[config.mk]
export PLATFORM = sky130hd
export DESIGN_NAME = framed_packet_receiver_unit
export DESIGN_NICKNAME = d
export VERILOG_FILES = /design/src/rtl/fpr_pkg.sv /design/src/rtl/fpr_ram.sv /design/src/rtl/fpr_front.sv /design/src/rtl/fpr_cmd_fifo.sv /design/src/rtl/fpr_back.sv /design/src/rtl/framed_packet_receiver_unit.sv
export SDC_FILE = /design/constraint.sdc
export NUM_CORES = 1
export LEC_CHECK = 0
export BUFFER_PORTS_ARGS = -buffer_cell sky130_fd_sc_hd__buf_2
export CAP_MARGIN = 20
export CORE_ASPECT_RATIO = 1.5
export CORE_MARGIN = 8
export CORE_UTILIZATION = 50
export DETAILED_ROUTE_END_ITERATION = 6
export PLACE_DENSITY = 0.76
export REMOVE_ABC_BUFFERS = 1
export SLEW_MARGIN = 25
export SYNTH_ARGS = -nofsm -noshare
export SYNTH_HDL_FRONTEND = slang
export SYNTH_SLANG_ARGS = --single-unit
[constraint.sdc]
create_clock -name aclk -period 4.4 [get_ports aclk]
set_clock_uncertainty 0.2 [all_clocks]
set_input_delay 0.22 -clock aclk [delete_from_list [all_inputs] [get_ports aclk]]
set_output_delay 0.22 -clock aclk [all_outputs]
set_load 0.03 [all_outputs]
[src/rtl/fpr_pkg.sv]
// Shared constants, types and the CRC8 step for the framed packet receiver.
// Used by every module of the block except fpr_ram; depends on nothing else.
`default_nettype none

package fpr_pkg;

    // Frame geometry
    localparam int MAX_FRAME   = 32;
    localparam int STORE_DEPTH = MAX_FRAME - 4;
    localparam int RAM_DEPTH   = 2 * STORE_DEPTH;
    localparam int RAM_AW      = $clog2(RAM_DEPTH);
    localparam int CNT_W       = $clog2(STORE_DEPTH + 1);

    // Line bytes and polynomial
    localparam logic [7:0] START_BYTE = 8'haa;
    localparam logic [7:0] ACK_BYTE   = 8'h55;
    localparam logic [7:0] CRC_POLY   = 8'h8c;
    localparam logic [7:0] MIN_LEN    = 8'd4;
    localparam logic [7:0] MAX_LEN    = 8'(MAX_FRAME);

    // Check modes
    localparam logic [1:0] CHECK_EITHER   = 2'd0;
    localparam logic [1:0] CHECK_SUM_ONLY = 2'd1;
    localparam logic [1:0] CHECK_CRC_ONLY = 2'd2;

    // Result kinds
    localparam logic [1:0] KIND_DATA   = 2'd0;
    localparam logic [1:0] KIND_ACK    = 2'd1;
    localparam logic [1:0] KIND_REJECT = 2'd2;

    // Reject causes
    localparam logic [1:0] CAUSE_NONE = 2'd0;
    localparam logic [1:0] CAUSE_FULL = 2'd1;
    localparam logic [1:0] CAUSE_DUP  = 2'd2;
    localparam logic [1:0] CAUSE_BAD  = 2'd3;

    // Command passed from the parser to the delivery side
    typedef struct packed {
        logic       deliver;
        logic [1:0] kind;
        logic [1:0] cause;
        logic [7:0] len;
        logic       bank;
    } cmd_t;

    // One byte of Dallas CRC8, reflected, eight bit steps
    function automatic logic [7:0] crc8_step(input logic [7:0] crc, input logic [7:0] b);
        logic [7:0] c;
        c = crc ^ b;
        for (int i = 0; i < 8; i++) begin
            c = c[0] ? ((c >> 1) ^ CRC_POLY) : (c >> 1);
        end
        return c;
    endfunction

endpackage

`default_nettype wire

[src/rtl/fpr_ram.sv]
// Generic single-write, single-read RAM with a registered read port.
// Stand-alone; holds the data bytes of received frames.
`default_nettype none

module fpr_ram #(
    parameter int WIDTH = 8,
    parameter int DEPTH = 56
) (
    input  wire logic                     aclk,
    input  wire logic                     we,
    input  wire logic [$clog2(DEPTH)-1:0] waddr,
    input  wire logic [WIDTH-1:0]         wdata,
    input  wire logic                     re,
    input  wire logic [$clog2(DEPTH)-1:0] raddr,
    output logic      [WIDTH-1:0]         rdata
);

    logic [WIDTH-1:0] mem_reg [DEPTH];
    logic [WIDTH-1:0] rdata_reg;

    // Write port, and a read port whose data holds until the next read.
    always_ff @(posedge aclk) begin
        if (we) begin
            mem_reg[waddr] <= wdata;
        end
        if (re) begin
            rdata_reg <= mem_reg[raddr];
        end
    end

    assign rdata = rdata_reg;

endmodule

`default_nettype wire

[src/rtl/fpr_front.sv]
// Frame parser: accepts serial words, checks toggle, length and checksum,
// stores data bytes in the RAM and queues commands. Depends on fpr_pkg.
`default_nettype none

module fpr_front (
    input  wire logic                      aclk,
    input  wire logic                      aresetn,
    input  wire logic                      in_valid,
    output logic                           in_ready,
    input  wire logic [7:0]                rx_byte,
    input  wire logic                      room_ok,
    input  wire logic [1:0]                check_mode,
    output logic                           push,
    output fpr_pkg::cmd_t                  push_cmd,
    input  wire logic                      queue_full,
    input  wire logic                      deliver_done,
    output logic                           ram_we,
    output logic      [fpr_pkg::RAM_AW-1:0] ram_waddr,
    output logic      [7:0]                ram_wdata
);
    import fpr_pkg::*;

    localparam logic [2:0] PH_HUNT   = 3'd0;
    localparam logic [2:0] PH_TOGGLE = 3'd1;
    localparam logic [2:0] PH_CHK    = 3'd2;
    localparam logic [2:0] PH_LEN    = 3'd3;
    localparam logic [2:0] PH_DATA   = 3'd4;

    localparam logic [1:0]        MAX_PENDING = 2'd2;
    localparam logic [RAM_AW-1:0] BANK1_BASE  = RAM_AW'(STORE_DEPTH);

    logic [2:0]       phase_reg, phase_next;
    logic [7:0]       toggle_reg, toggle_next;
    logic [7:0]       len_reg, len_next;
    logic [7:0]       chk_reg, chk_next;
    logic [CNT_W-1:0] count_reg, count_next;
    logic [7:0]       sum_reg, sum_next;
    logic [7:0]       crc_reg, crc_next;
    logic             bank_reg, bank_next;
    logic [1:0]       pending_reg, pending_next;

    logic             accept;
    logic [7:0]       absorb_byte;
    logic [7:0]       sum_base;
    logic [7:0]       crc_base;
    logic [7:0]       sum_abs;
    logic [7:0]       crc_abs;
    logic             check_ok;
    logic [CNT_W-1:0] count_inc;
    logic             finish;

    // Stall while the queue is full, or while both RAM banks are still
    // waiting to be delivered and this word could claim a bank.
    assign in_ready = !queue_full &&
                      !((pending_reg == MAX_PENDING) &&
                        ((phase_reg == PH_LEN) || (phase_reg == PH_DATA)));
    assign accept = in_valid && in_ready;

    // Running sum and CRC; a start byte restarts both, the checksum byte
    // counts as zero.
    assign absorb_byte = (phase_reg == PH_CHK) ? 8'h00 : rx_byte;
    assign sum_base    = (phase_reg == PH_HUNT) ? 8'h00 : sum_reg;
    assign crc_base    = (phase_reg == PH_HUNT) ? 8'h00 : crc_reg;
    assign sum_abs     = sum_base + absorb_byte;
    assign crc_abs     = crc8_step(crc_base, absorb_byte);
    assign count_inc   = count_reg + CNT_W'(1);

    // Checksum verdict after the current byte has been absorbed.
    always_comb begin
        case (check_mode)
            CHECK_EITHER:   check_ok = (sum_abs == chk_reg) || (crc_abs == chk_reg);
            CHECK_SUM_ONLY: check_ok = (sum_abs == chk_reg);
            default:        check_ok = (crc_abs == chk_reg);
        endcase
    end

    // Parser state machine.
    always_comb begin
        phase_next  = phase_reg;
        toggle_next = toggle_reg;
        len_next    = len_reg;
        chk_next    = chk_reg;
        count_next  = count_reg;
        sum_next    = sum_reg;
        crc_next    = crc_reg;
        bank_next   = bank_reg;
        push        = 1'b0;
        push_cmd    = '{deliver: 1'b0, kind: KIND_REJECT, cause: CAUSE_NONE,
                        len: 8'h00, bank: bank_reg};
        ram_we      = 1'b0;
        ram_waddr   = (bank_reg ? BANK1_BASE : '0) + RAM_AW'(count_reg);
        ram_wdata   = rx_byte;
        finish      = 1'b0;

        if (accept) begin
            case (phase_reg)
                PH_TOGGLE: begin
                    if (rx_byte == ACK_BYTE) begin
                        push          = 1'b1;
                        push_cmd.kind = KIND_ACK;
                        phase_next    = PH_HUNT;
                    end else if (!room_ok) begin
                        push           = 1'b1;
                        push_cmd.cause = CAUSE_FULL;
                        phase_next     = PH_HUNT;
                    end else if (rx_byte == toggle_reg) begin
                        push           = 1'b1;
                        push_cmd.cause = CAUSE_DUP;
                        phase_next     = PH_HUNT;
                    end else begin
                        sum_next   = sum_abs;
                        crc_next   = crc_abs;
                        phase_next = PH_CHK;
                    end
                end
                PH_CHK: begin
                    chk_next   = rx_byte;
                    sum_next   = sum_abs;
                    crc_next   = crc_abs;
                    phase_next = PH_LEN;
                end
                PH_LEN: begin
                    if ((rx_byte < MIN_LEN) || (rx_byte > MAX_LEN)) begin
                        push           = 1'b1;
                        push_cmd.cause = CAUSE_BAD;
                        phase_next     = PH_HUNT;
                    end else begin
                        len_next   = rx_byte;
                        sum_next   = sum_abs;
                        crc_next   = crc_abs;
                        count_next = '0;
                        phase_next = PH_DATA;
                        finish     = (rx_byte == MIN_LEN);
                    end
                end
                PH_DATA: begin
                    ram_we     = 1'b1;
                    sum_next   = sum_abs;
                    crc_next   = crc_abs;
                    count_next = count_inc;
                    finish     = (8'(count_inc) + MIN_LEN) >= len_reg;
                end
                default: begin
                    if (rx_byte == START_BYTE) begin
                        sum_next   = sum_abs;
                        crc_next   = crc_abs;
                        phase_next = PH_TOGGLE;
                    end else begin
                        phase_next = PH_HUNT;
                    end
                end
            endcase

            // End of frame: deliver it from the current bank, or reject it.
            if (finish) begin
                push       = 1'b1;
                phase_next = PH_HUNT;
                if (check_ok) begin
                    push_cmd.deliver = 1'b1;
                    push_cmd.kind    = KIND_DATA;
                    push_cmd.len     = (phase_reg == PH_LEN) ? rx_byte : len_reg;
                    toggle_next      = (toggle_reg == 8'h00) ? 8'h01 : 8'h00;
                    bank_next        = !bank_reg;
                end else begin
                    push_cmd.cause = CAUSE_BAD;
                end
            end
        end
    end

    // Frames queued or under delivery, each holding one RAM bank.
    always_comb begin
        pending_next = pending_reg;
        if (push && push_cmd.deliver && !deliver_done) begin
            pending_next = pending_reg + 2'd1;
        end else if (!(push && push_cmd.deliver) && deliver_done) begin
            pending_next = pending_reg - 2'd1;
        end
    end

    always_ff @(posedge aclk) begin
        if (!aresetn) begin
            phase_reg   <= PH_HUNT;
            toggle_reg  <= 8'h00;
            len_reg     <= 8'h00;
            chk_reg     <= 8'h00;
            count_reg   <= '0;
            sum_reg     <= 8'h00;
            crc_reg     <= 8'h00;
            bank_reg    <= 1'b0;
            pending_reg <= 2'd0;
        end else begin
            phase_reg   <= phase_next;
            toggle_reg  <= toggle_next;
            len_reg     <= len_next;
            chk_reg     <= chk_next;
            count_reg   <= count_next;
            sum_reg     <= sum_next;
            crc_reg     <= crc_next;
            bank_reg    <= bank_next;
            pending_reg <= pending_next;
        end
    end

endmodule

`default_nettype wire

[src/rtl/fpr_cmd_fifo.sv]
// Two-entry command queue between the parser and the delivery side.
// Depends on fpr_pkg for the command type.
`default_nettype none

module fpr_cmd_fifo (
    input  wire logic          aclk,
    input  wire logic          aresetn,
    input  wire logic          push,
    input  fpr_pkg::cmd_t      push_cmd,
    input  wire logic          pop,
    output fpr_pkg::cmd_t      head_cmd,
    output logic               full,
    output logic               empty
);
    import fpr_pkg::*;

    localparam logic [1:0] DEPTH = 2'd2;

    cmd_t       entry_reg [2];
    logic       wptr_reg, wptr_next;
    logic       rptr_reg, rptr_next;
    logic [1:0] fill_reg, fill_next;

    assign full     = (fill_reg == DEPTH);
    assign empty    = (fill_reg == 2'd0);
    assign head_cmd = entry_reg[rptr_reg];

    // Pointer and fill update; pushes only arrive while not full.
    always_comb begin
        wptr_next = push ? !wptr_reg : wptr_reg;
        rptr_next = pop  ? !rptr_reg : rptr_reg;
        fill_next = fill_reg;
        if (push && !pop) begin
            fill_next = fill_reg + 2'd1;
        end else if (pop && !push) begin
            fill_next = fill_reg - 2'd1;
        end
    end

    always_ff @(posedge aclk) begin
        if (push) begin
            entry_reg[wptr_reg] <= push_cmd;
        end
    end

    always_ff @(posedge aclk) begin
        if (!aresetn) begin
            wptr_reg <= 1'b0;
            rptr_reg <= 1'b0;
            fill_reg <= 2'd0;
        end else begin
            wptr_reg <= wptr_next;
            rptr_reg <= rptr_next;
            fill_reg <= fill_next;
        end
    end

endmodule

`default_nettype wire

[src/rtl/fpr_back.sv]
// Delivery side: takes commands from the queue, reads frame bytes from the
// RAM and drives the registered result channel. Depends on fpr_pkg.
`default_nettype none

module fpr_back (
    input  wire logic                       aclk,
    input  wire logic                       aresetn,
    input  wire logic                       queue_empty,
    input  fpr_pkg::cmd_t                   head_cmd,
    output logic                            pop,
    output logic                            ram_re,
    output logic      [fpr_pkg::RAM_AW-1:0] ram_raddr,
    input  wire logic [7:0]                 ram_rdata,
    output logic                            deliver_done,
    output logic                            out_valid,
    input  wire logic                       out_ready,
    output logic      [1:0]                 out_kind,
    output logic      [7:0]                 out_byte,
    output logic                            out_send_ack,
    output logic      [1:0]                 out_cause,
    output logic                            out_last
);
    import fpr_pkg::*;

    localparam logic [1:0] B_IDLE = 2'd0;
    localparam logic [1:0] B_RD   = 2'd1;
    localparam logic [1:0] B_LD   = 2'd2;

    localparam logic [RAM_AW-1:0] BANK1_BASE = RAM_AW'(STORE_DEPTH);

    logic [1:0]       state_reg, state_next;
    logic             valid_reg, valid_next;
    logic [1:0]       kind_reg, kind_next;
    logic [7:0]       byte_reg, byte_next;
    logic             ack_reg, ack_next;
    logic [1:0]       cause_reg, cause_next;
    logic             last_reg, last_next;
    logic [CNT_W-1:0] pos_reg, pos_next;
    logic [CNT_W-1:0] ndata_reg, ndata_next;
    logic             bank_reg, bank_next;

    logic             out_free;
    logic             len_fin;
    logic             data_fin;

    assign out_free = !valid_reg || out_ready;
    assign len_fin  = (head_cmd.len == MIN_LEN);
    assign data_fin = ((pos_reg + CNT_W'(1)) == ndata_reg);

    assign ram_raddr = (bank_reg ? BANK1_BASE : '0) + RAM_AW'(pos_reg);

    // Delivery sequencer: length byte first, then one RAM read per data word; acks and rejects are one word.
    always_comb begin
        state_next   = state_reg;
        valid_next   = valid_reg && !out_ready;
        kind_next    = kind_reg;
        byte_next    = byte_reg;
        ack_next     = ack_reg;
        cause_next   = cause_reg;
        last_next    = last_reg;
        pos_next     = pos_reg;
        ndata_next   = ndata_reg;
        bank_next    = bank_reg;
        pop          = 1'b0;
        ram_re       = 1'b0;
        deliver_done = 1'b0;

        case (state_reg)
            B_IDLE: begin
                if (!queue_empty && out_free) begin
                    pop        = 1'b1;
                    valid_next = 1'b1;
                    kind_next  = head_cmd.kind;
                    cause_next = head_cmd.cause;
                    if (head_cmd.deliver) begin
                        byte_next = head_cmd.len;
                        ack_next  = len_fin;
                        last_next = len_fin;
                        if (len_fin) begin
                            deliver_done = 1'b1;
                        end else begin
                            pos_next   = '0;
                            ndata_next = CNT_W'(head_cmd.len - MIN_LEN);
                            bank_next  = head_cmd.bank;
                            state_next = B_RD;
                        end
                    end else begin
                        byte_next = 8'h00;
                        ack_next  = 1'b0;
                        last_next = 1'b1;
                    end
                end
            end
            B_RD: begin
                // The output register is empty by the time the data arrives.
                if (out_free) begin
                    ram_re     = 1'b1;
                    state_next = B_LD;
                end
            end
            B_LD: begin
                valid_next = 1'b1;
                kind_next  = KIND_DATA;
                cause_next = CAUSE_NONE;
                byte_next  = ram_rdata;
                ack_next   = data_fin;
                last_next  = data_fin;
                if (data_fin) begin
                    deliver_done = 1'b1;
                    state_next   = B_IDLE;
                end else begin
                    pos_next   = pos_reg + CNT_W'(1);
                    state_next = B_RD;
                end
            end
            default: begin
                state_next = B_IDLE;
            end
        endcase
    end

    always_ff @(posedge aclk) begin
        kind_reg  <= kind_next;
        byte_reg  <= byte_next;
        ack_reg   <= ack_next;
        cause_reg <= cause_next;
        last_reg  <= last_next;
        pos_reg   <= pos_next;
        ndata_reg <= ndata_next;
        bank_reg  <= bank_next;
    end

    always_ff @(posedge aclk) begin
        if (!aresetn) begin
            state_reg <= B_IDLE;
            valid_reg <= 1'b0;
        end else begin
            state_reg <= state_next;
            valid_reg <= valid_next;
        end
    end

    assign out_valid    = valid_reg;
    assign out_kind     = kind_reg;
    assign out_byte     = byte_reg;
    assign out_send_ack = ack_reg;
    assign out_cause    = cause_reg;
    assign out_last     = last_reg;

endmodule

`default_nettype wire

[src/rtl/framed_packet_receiver_unit.sv]
// Top level of the framed packet receiver: configuration port, parser,
// command queue, frame RAM and delivery side. Depends on all fpr_* files.
//
//   channel   direction  handshake                  contents
//   s_axis    in         s_tvalid / s_tready        tdata: rx_byte, room_ok
//   m_axis    out        m_tvalid / m_tready        tdata: out_byte, send_ack,
//                                                   reject_cause; tuser: kind
//   apb       in         psel, penable, pwrite      check_mode at address 0
//
// The parser takes one word per cycle while not stalled. Each data word of a
// delivered frame is read from the frame RAM, then loaded into the output.
// Reset is synchronous and active low; the RAM needs no clearing pass.
// The parser stalls only when the two-entry command queue is full, or when
// both RAM banks still await delivery and the word is a length or data byte.
`default_nettype none

module framed_packet_receiver_unit (
    input  wire logic        aclk,
    input  wire logic        aresetn,
    input  wire logic        s_tvalid,
    output logic             s_tready,
    input  wire logic [15:0] s_tdata,   // [7:0] rx_byte, [8] room_ok, [15:9] zero
    output logic             m_tvalid,
    input  wire logic        m_tready,
    output logic      [15:0] m_tdata,   // [7:0] out_byte, [8] send_ack,
                                        // [10:9] reject_cause, [15:11] zero
    output logic      [1:0]  m_tuser,   // [1:0] kind
    output logic             m_tlast,
    input  wire logic        psel,
    input  wire logic        penable,
    input  wire logic        pwrite,
    input  wire logic [2:0]  paddr,
    input  wire logic [31:0] pwdata,
    output logic      [31:0] prdata,
    output logic             pready
);
    import fpr_pkg::*;

    localparam logic REG_CHECK_MODE = 1'b0;

    logic [1:0]        check_mode_reg, check_mode_next;
    logic              cfg_write;

    logic              push;
    cmd_t              push_cmd;
    cmd_t              head_cmd;
    logic              queue_full;
    logic              queue_empty;
    logic              pop;
    logic              deliver_done;
    logic              ram_we;
    logic [RAM_AW-1:0] ram_waddr;
    logic [7:0]        ram_wdata;
    logic              ram_re;
    logic [RAM_AW-1:0] ram_raddr;
    logic [7:0]        ram_rdata;
    logic [7:0]        res_byte;
    logic              res_ack;
    logic [1:0]        res_cause;

    // Configuration register
    assign pready    = 1'b1;
    assign cfg_write = psel && penable && pwrite && pready;
    assign check_mode_next = (cfg_write && (paddr[2] == REG_CHECK_MODE)) ?
                             pwdata[1:0] : check_mode_reg;
    assign prdata = (paddr[2] == REG_CHECK_MODE) ? {30'd0, check_mode_reg} : 32'd0;

    always_ff @(posedge aclk) begin
        if (!aresetn) begin
            check_mode_reg <= CHECK_EITHER;
        end else begin
            check_mode_reg <= check_mode_next;
        end
    end

    fpr_front u_front (
        .aclk         (aclk),
        .aresetn      (aresetn),
        .in_valid     (s_tvalid),
        .in_ready     (s_tready),
        .rx_byte      (s_tdata[7:0]),
        .room_ok      (s_tdata[8]),
        .check_mode   (check_mode_reg),
        .push         (push),
        .push_cmd     (push_cmd),
        .queue_full   (queue_full),
        .deliver_done (deliver_done),
        .ram_we       (ram_we),
        .ram_waddr    (ram_waddr),
        .ram_wdata    (ram_wdata)
    );

    fpr_cmd_fifo u_fifo (
        .aclk     (aclk),
        .aresetn  (aresetn),
        .push     (push),
        .push_cmd (push_cmd),
        .pop      (pop),
        .head_cmd (head_cmd),
        .full     (queue_full),
        .empty    (queue_empty)
    );

    fpr_ram #(
        .WIDTH (8),
        .DEPTH (RAM_DEPTH)
    ) u_ram (
        .aclk  (aclk),
        .we    (ram_we),
        .waddr (ram_waddr),
        .wdata (ram_wdata),
        .re    (ram_re),
        .raddr (ram_raddr),
        .rdata (ram_rdata)
    );

    fpr_back u_back (
        .aclk         (aclk),
        .aresetn      (aresetn),
        .queue_empty  (queue_empty),
        .head_cmd     (head_cmd),
        .pop          (pop),
        .ram_re       (ram_re),
        .ram_raddr    (ram_raddr),
        .ram_rdata    (ram_rdata),
        .deliver_done (deliver_done),
        .out_valid    (m_tvalid),
        .out_ready    (m_tready),
        .out_kind     (m_tuser),
        .out_byte     (res_byte),
        .out_send_ack (res_ack),
        .out_cause    (res_cause),
        .out_last     (m_tlast)
    );

    assign m_tdata = {5'd0, res_cause, res_ack, res_byte};

endmodule

`default_nettype wire
==> results of run 1 <==
layout make-up:
type	instances	area (µm²)
Tap cell	656	821
Timing Repair Buffer	153	1130
Clock buffer	53	1200
Fill cell	3631	20900
Multi-Input combinational cell	793	7520
Sequential cell	563	16400
Clock inverter	33	468
Inverter	33	124
metrics by stage:
step | worst slack [ns] | power (mW)
after detailed placement | 0.148 | 10.1
after global routing | 0.0506 | 15.0
after CTS | 0.120 | 14.6
final | 0.296 | 14.5
after floorplan | -2.45 | 8.80
after global placement | 0.177 | 10.0
where the power goes:
part	total [mW]	internal (mW)	switching, mW
Combinational	3.80	1.62	2.18
Sequential	6.25	6.09	0.164
Clock	4.50	2.62	1.88
worst paths after layout:
kind	startpoint	endpoint	slack (ns)	depth (start not counted)
max	u_front.phase_reg[2]$_SDFFE_PN0P_	u_front.pending_reg[1]$_SDFFE_PN0P_	0.30	15
min	s_tdata[0]	u_front.sum_reg[0]$_SDFFE_PN0P_	0.06	5
max reg2reg	u_front.phase_reg[2]$_SDFFE_PN0P_	u_front.pending_reg[1]$_SDFFE_PN0P_	0.30	15
min reg2reg	u_front.len_reg[6]$_SDFFE_PN0P_	u_front.len_reg[6]$_SDFFE_PN0P_	0.29	1
cell families (layout without fill, tap and decap cells):
logic type / after synthesis / count (layout) / share of synthesized area, %
buffers and inverters: 147 / 272 / 3.03
flip-flops: 563 / 563 / 66.9
AO/OA/AOI/OAI: 153 / 153 / 4.66
AND/OR/NAND/NOR: 320 / 320 / 6.61
other: 2 / 40 / 0.0307
XOR/XNOR: 58 / 58 / 2.33
adder cells (fa/ha/maj): 30 / 30 / 1.63
multiplexers: 192 / 192 / 14.8
critical path, cell delays in order, from the launching register on:
cell	delay, ns
dfxtp_1	0.33
or3_1	0.39
and2_1	0.17
ha_1	0.25
fa_2	0.44
a21oi_2	0.16
o21ai_0	0.13
or2_2	0.32
a221oi_1	0.27
o2111a_2	0.31
and2_2	0.20
o21bai_4	0.06
inv_1	0.06
ha_1	0.25
or3_1	0.34
a21boi_0	0.16
layer usage:
metal	up-vias	GRT usage (%)
li1	5892	-
met1	6810	21.9
met2	544	35.5
met3	122	2.36
met4	0	8.99
met5	-	0
repair_timing:
action | in CTS | in global routing
hold buffers | 12 | 0
gates resized for setup | 0 | 5
setup endpoints to repair | 0 | 1
hold endpoints to repair | 26 | 0
Yosys cell counts (4+ instances only):
cell / instances / area, µm²
a211oi_1: 16 / 120
a21boi_0: 19 / 143
a21o_1: 8 / 60.1
a21oi_1: 27 / 135
a22oi_1: 6 / 45.0
a32oi_1: 5 / 43.8
and2_1: 28 / 175
and3_1: 7 / 43.8
buf_1: 15 / 56.3
buf_2: 16 / 80.1
buf_4: 39 / 293
clkbuf_1: 41 / 154
dfxtp_1: 54 / 1080
edfxtp_1: 509 / 15300
ha_1: 27 / 338
inv_1: 33 / 124
mux2i_1: 53 / 531
mux4_2: 136 / 3060
nand2_1: 57 / 214
nand2b_1: 7 / 43.8
nand3_1: 32 / 160
nand3b_1: 6 / 45.0
nor2_1: 102 / 383
nor2b_1: 22 / 138
nor3_1: 14 / 70.1
nor3b_1: 4 / 30.0
nor4_1: 6 / 37.5
o211a_1: 9 / 90.1
o211ai_1: 6 / 45.0
o21ai_0: 21 / 105
o31ai_1: 9 / 67.6
or2_2: 4 / 25.0
or3_1: 11 / 68.8
xnor2_1: 34 / 298
xor2_1: 20 / 175
==> results.json, run 1 <==
{
  "coreArea_um2": 48600,
  "period_share_pct": 93.3,
  "largest_register_ffs": 448,
  "routed_wl_um": 54200,
  "clockRootBuffer": "clkbuf_16",
  "final_common_cell": "edfxtp_1",
  "fmax_ghz": 0.244,
  "rsz0062_at_grt": "no",
  "vias": 13400,
  "gp_congestion": 0.905,
  "required_ns": 4.72,
  "p_leak_nw": 9.31,
  "synth_area_um2": 24500,
  "maxUsedRoutingLayer": "met4",
  "end_kind": "flip-flop",
  "hp-class": "input port to flip-flop",
  "rows": 99,
  "yosys_register_bits": 563,
  "worstSetupPathType": "flip-flop to flip-flop",
  "grt_pass1_wl_um": 82400,
  "relSlewSlack_pct": 37.1,
  "synth.distinct_cells": 74,
  "grtUsageTotal_pct": 19.3,
  "numPortBuffers": 36,
  "clk_latency_ns": 0.59,
  "routed_via_density": 5.85,
  "final.setup.tns_ns": 0,
  "min_period_ns": 4.10,
  "ant_nets": 0,
  "drt_iter0_markers": 1204,
  "ys_async_sr_fraction_pct": 0,
  "fin_area_um2": 27600,
  "max_slew.worst_pin.slew_ns": 0.944,
  "outcome": "finished clean",
  "drc": 0,
  "cts_buffers": 46,
  "synth.avg_cell_area_um2": 16.7,
  "cts_tree": "done",
  "die-area_um2": 56400,
  "wl_met3_um": 3210,
  "setup_viol": 0,
  "chipHeight_um": 287,
  "die_w_um": 197,
  "cp_max_fo": 3,
  "wl_per_cell_um": 23.7,
  "wl_met1_um": 19500,
  "synth_edf_count": 509,
  "layout-drive-gt1-share_pct": 23.2,
  "route.met2.wl_um": 28800,
  "mostFrequentLayoutCells": "edfxtp_1 (509), mux4_2 (136), nor2_1 (102), buf_4 (102), nand2_1 (57)",
  "ir_drop_mv": 0.427,
  "synth_seq_area_share_pct": 66.9,
  "syn_to_final_growth_pct": 12.9,
  "cts_setup_buffers": 0,
  "first_pass_iters": 7,
  "numClockSinks": 563,
  "fin_util_pct": 56.9,
  "initial_core_util_pct": 50.4,
  "pin_count": 112,
  "grt_pass1_vias": 13700,
  "antenna_found_initial": 0,
  "diodes": 0,
  "synthCells": 1465,
  "nets": 1678,
  "ys_warn_count": 0,
  "clk_pin_slew_worst_paths_ns": 0.07,
  "grt_max_degree": 87,
  "power_density_nw_per_um2": 527,
  "slew_viol_final": 0,
  "report.final.hold_viol_count": 0,
  "clock_path_buffers": 3,
  "h-tree-depth": 2,
  "place_area_um2": 25800,
  "worstPathArrival_ns": 4.42,
  "cap_violations": 0,
  "grt_remaining_overflow": 0,
  "cp-start-kind": "flip-flop",
  "detailed_place_hpwl_um": 35100,
  "placed_cells": 2186,
  "hold-worst-slack_ns": 0.0643,
  "instances_no_fill": 2284,
  "synth_ff_type": "edfxtp_1"
}
No activity file was read; power rests on OpenSTA's default activity.
==> run 2, diff against run 1 <==
--- a/config.mk
+++ b/config.mk
@@ -5,14 +5,15 @@
 export SDC_FILE = /design/constraint.sdc
 export NUM_CORES = 1
 export LEC_CHECK = 0
-export BUFFER_PORTS_ARGS = -buffer_cell sky130_fd_sc_hd__buf_2
 export CAP_MARGIN = 20
 export CORE_ASPECT_RATIO = 1.5
 export CORE_MARGIN = 8
 export CORE_UTILIZATION = 50
 export DETAILED_ROUTE_END_ITERATION = 6
-export PLACE_DENSITY = 0.76
+export DONT_BUFFER_PORTS = 1
+export PLACE_DENSITY = 0.68
 export REMOVE_ABC_BUFFERS = 1
+export SKIP_LAST_GASP = 1
 export SLEW_MARGIN = 25
 export SYNTH_ARGS = -nofsm -noshare
 export SYNTH_HDL_FRONTEND = slang
==> run 2 against run 1 <==
Effect of this change: core utilization decreased by 0.48 points; die area unchanged; register-to-register slack got worse by 0.09 ns; wire length increased by 0.61%; global-route usage decreased by 0.053 points; power decreased by 3.6%; combinational power decreased by 5.8%; worst hold slack got worse by 0.031 ns; sequential power increased by 2%.
==> results.json, run 2 (synthesis results as in run 1) <==
{
  "seq_area_um2": 16400,
  "r2r_cells": 15,
  "r2r-start": "u_front.phase_reg[2]$_SDFFE_PN0P_",
  "numClockSinks": 563,
  "grtUsageTotal_pct": 19.2,
  "setup_ws_ns": 0.208,
  "regToRegSetupSlack_ns": 0.21,
  "report.final.hold_viol_count": 0,
  "numPortBuffers": 0,
  "grt_max_degree": 65,
  "relSlewSlack_pct": 43.0,
  "clk_pin_slew_worst_paths_ns": 0.06,
  "largest_register_ffs": 448,
  "multi_input_area_um2": 7540,
  "rows": 99,
  "min_period_ns": 4.19,
  "vias": 13000,
  "setup_viol": 0,
  "worstPathArrival_ns": 4.48,
  "mostFrequentLayoutCells": "edfxtp_1 (509), mux4_2 (136), nor2_1 (102), buf_4 (73), nand2_1 (57)",
  "chipHeight_um": 287,
  "worstSetupPathType": "flip-flop to flip-flop",
  "routed_wl_um": 54500,
  "slew_viol_final": 0,
  "drt_iter0_markers": 1037,
  "clk_latency_ns": 0.57,
  "antenna_found_initial": 2,
  "die_w_um": 197,
  "die-area_um2": 56400,
  "crit_end": "u_front.pending_reg[1]$_SDFFE_PN0P_",
  "ant_nets": 0,
  "required_ns": 4.69,
  "routed_via_density": 5.78,
  "wl_met1_um": 20500,
  "p_total_mw": 14.0,
  "r2r-end": "u_front.pending_reg[1]$_SDFFE_PN0P_",
  "cts_tree": "done",
  "post-place-ws_ns": 0.119,
  "drc": 0,
  "first_pass_iters": 7,
  "fin_area_um2": 27400,
  "maxUsedRoutingLayer": "met5",
  "cp_max_fo": 3,
  "end_kind": "flip-flop",
  "p_leak_nw": 9.10,
  "outcome": "finished clean",
  "coreArea_um2": 48600,
  "grt_remaining_overflow": 0,
  "clockRootBuffer": "clkbuf_16",
  "layout-drive-gt1-share_pct": 20.4,
  "grt_pass1_wl_um": 81400,
  "syn_to_final_growth_pct": 12.0,
  "clock_path_buffers": 3,
  "power_density_nw_per_um2": 512,
  "cap_violations": 0,
  "startpoint": "u_front.phase_reg[2]$_SDFFE_PN0P_",
  "h-tree-depth": 2,
  "pin_count": 112,
  "fmax_ghz": 0.239,
  "cp-start-kind": "flip-flop",
  "fin_util_pct": 56.4,
  "cts_buffers": 49,
  "period_share_pct": 95.3,
  "detailed_place_hpwl_um": 33800,
  "fillerInstances": 3748,
  "grt_pass1_vias": 13300,
  "route.met2.wl_um": 29300,
  "initial_core_util_pct": 50.4,
  "wl_met3_um": 2680,
  "wl_per_cell_um": 24.3,
  "place_area_um2": 25400,
  "max_slew.worst_pin.slew_ns": 0.832,
  "ir_drop_mv": 0.394,
  "final_common_cell": "edfxtp_1",
  "gp_congestion": 0.836,
  "hold_path.startpoint": "s_tdata[8]",
  "nets": 1631,
  "hp-class": "input port to flip-flop"
}
[run 2: cell types whose count changed in the layout (fill, tap and decap cells not counted), moves of 5 or more]
cell,delta
buf_4,-29
buf_2,-36
dlygate4sd3_1,+5
buf_16,+8
bufinv_16,-11
clkbuf_1,+5
[run 2: area by class of cell]
type,instances,share of cell area [%]
repair buffers,103,3.76
diodes,1,0.00913
multi-input cells,793,27.5
flip-flops and latches,563,59.7
inverters,33,0.452
clock buffers,66,5.01
well taps,656,3.00
clock inverters,26,0.512
[run 2: per-layer routing]
metal,track usage (%),vias up
li1,-,5814
met1,22.3,6674
met2,35.5,368
met3,2.59,101
met4,7.28,2
met5,0,-
[run 2: through the flow]
step                      hold WS, ns  TNS (ns)  cells
after floorplan                 0.119    -42.07   1389
after global placement          0.128         0   2120
after detailed placement        0.125         0   2120
after CTS                     0.00461         0   2239
after global routing          0.00779   -0.0113   2241
final                          0.0334         0   2241
[run 2: power by group]
group	total [mW]	switching, mW	internal (mW)
Combinational	3.58	2.01	1.57
Clock	4.06	1.86	2.20
Sequential	6.39	0.292	6.10
Total	14.0	4.16	9.86
[run 2: repair_timing]
action	in CTS	in global routing
hold buffers	27	0
endpoints found under the hold margin	522	0
resized for setup	0	7
setup endpoints to repair	0	6
buffers inserted	0	1
[run 2: worst min-delay path by stage]
stage | to | cells past startpoint
2_1_floorplan | u_ram.mem_reg[0][0]$_DFFE_PP_ | 0
6_report | u_fifo.entry_reg[1][10]$_DFFE_PP_ | 3
4_1_cts | u_fifo.entry_reg[1][10]$_DFFE_PP_ | 3
5_1_grt | u_fifo.entry_reg[0][10]$_DFFE_PP_ | 3
3_3_place_gp | u_ram.mem_reg[52][0]$_DFFE_PP_ | 0
3_5_place_dp | u_ram.mem_reg[52][0]$_DFFE_PP_ | 0
[run 2: critical path, stage by stage, from the launching register on]
cell	delay [ns]
dfxtp_1	0.32
or3_1	0.38
and2_1	0.17
ha_1	0.25
fa_2	0.44
a21oi_2	0.19
o211ai_1	0.23
nor4b_2	0.33
nor4bb_1	0.10
o2111a_2	0.20
and2_2	0.23
o21bai_4	0.15
inv_1	0.06
ha_1	0.33
or3_1	0.35
a21boi_0	0.19
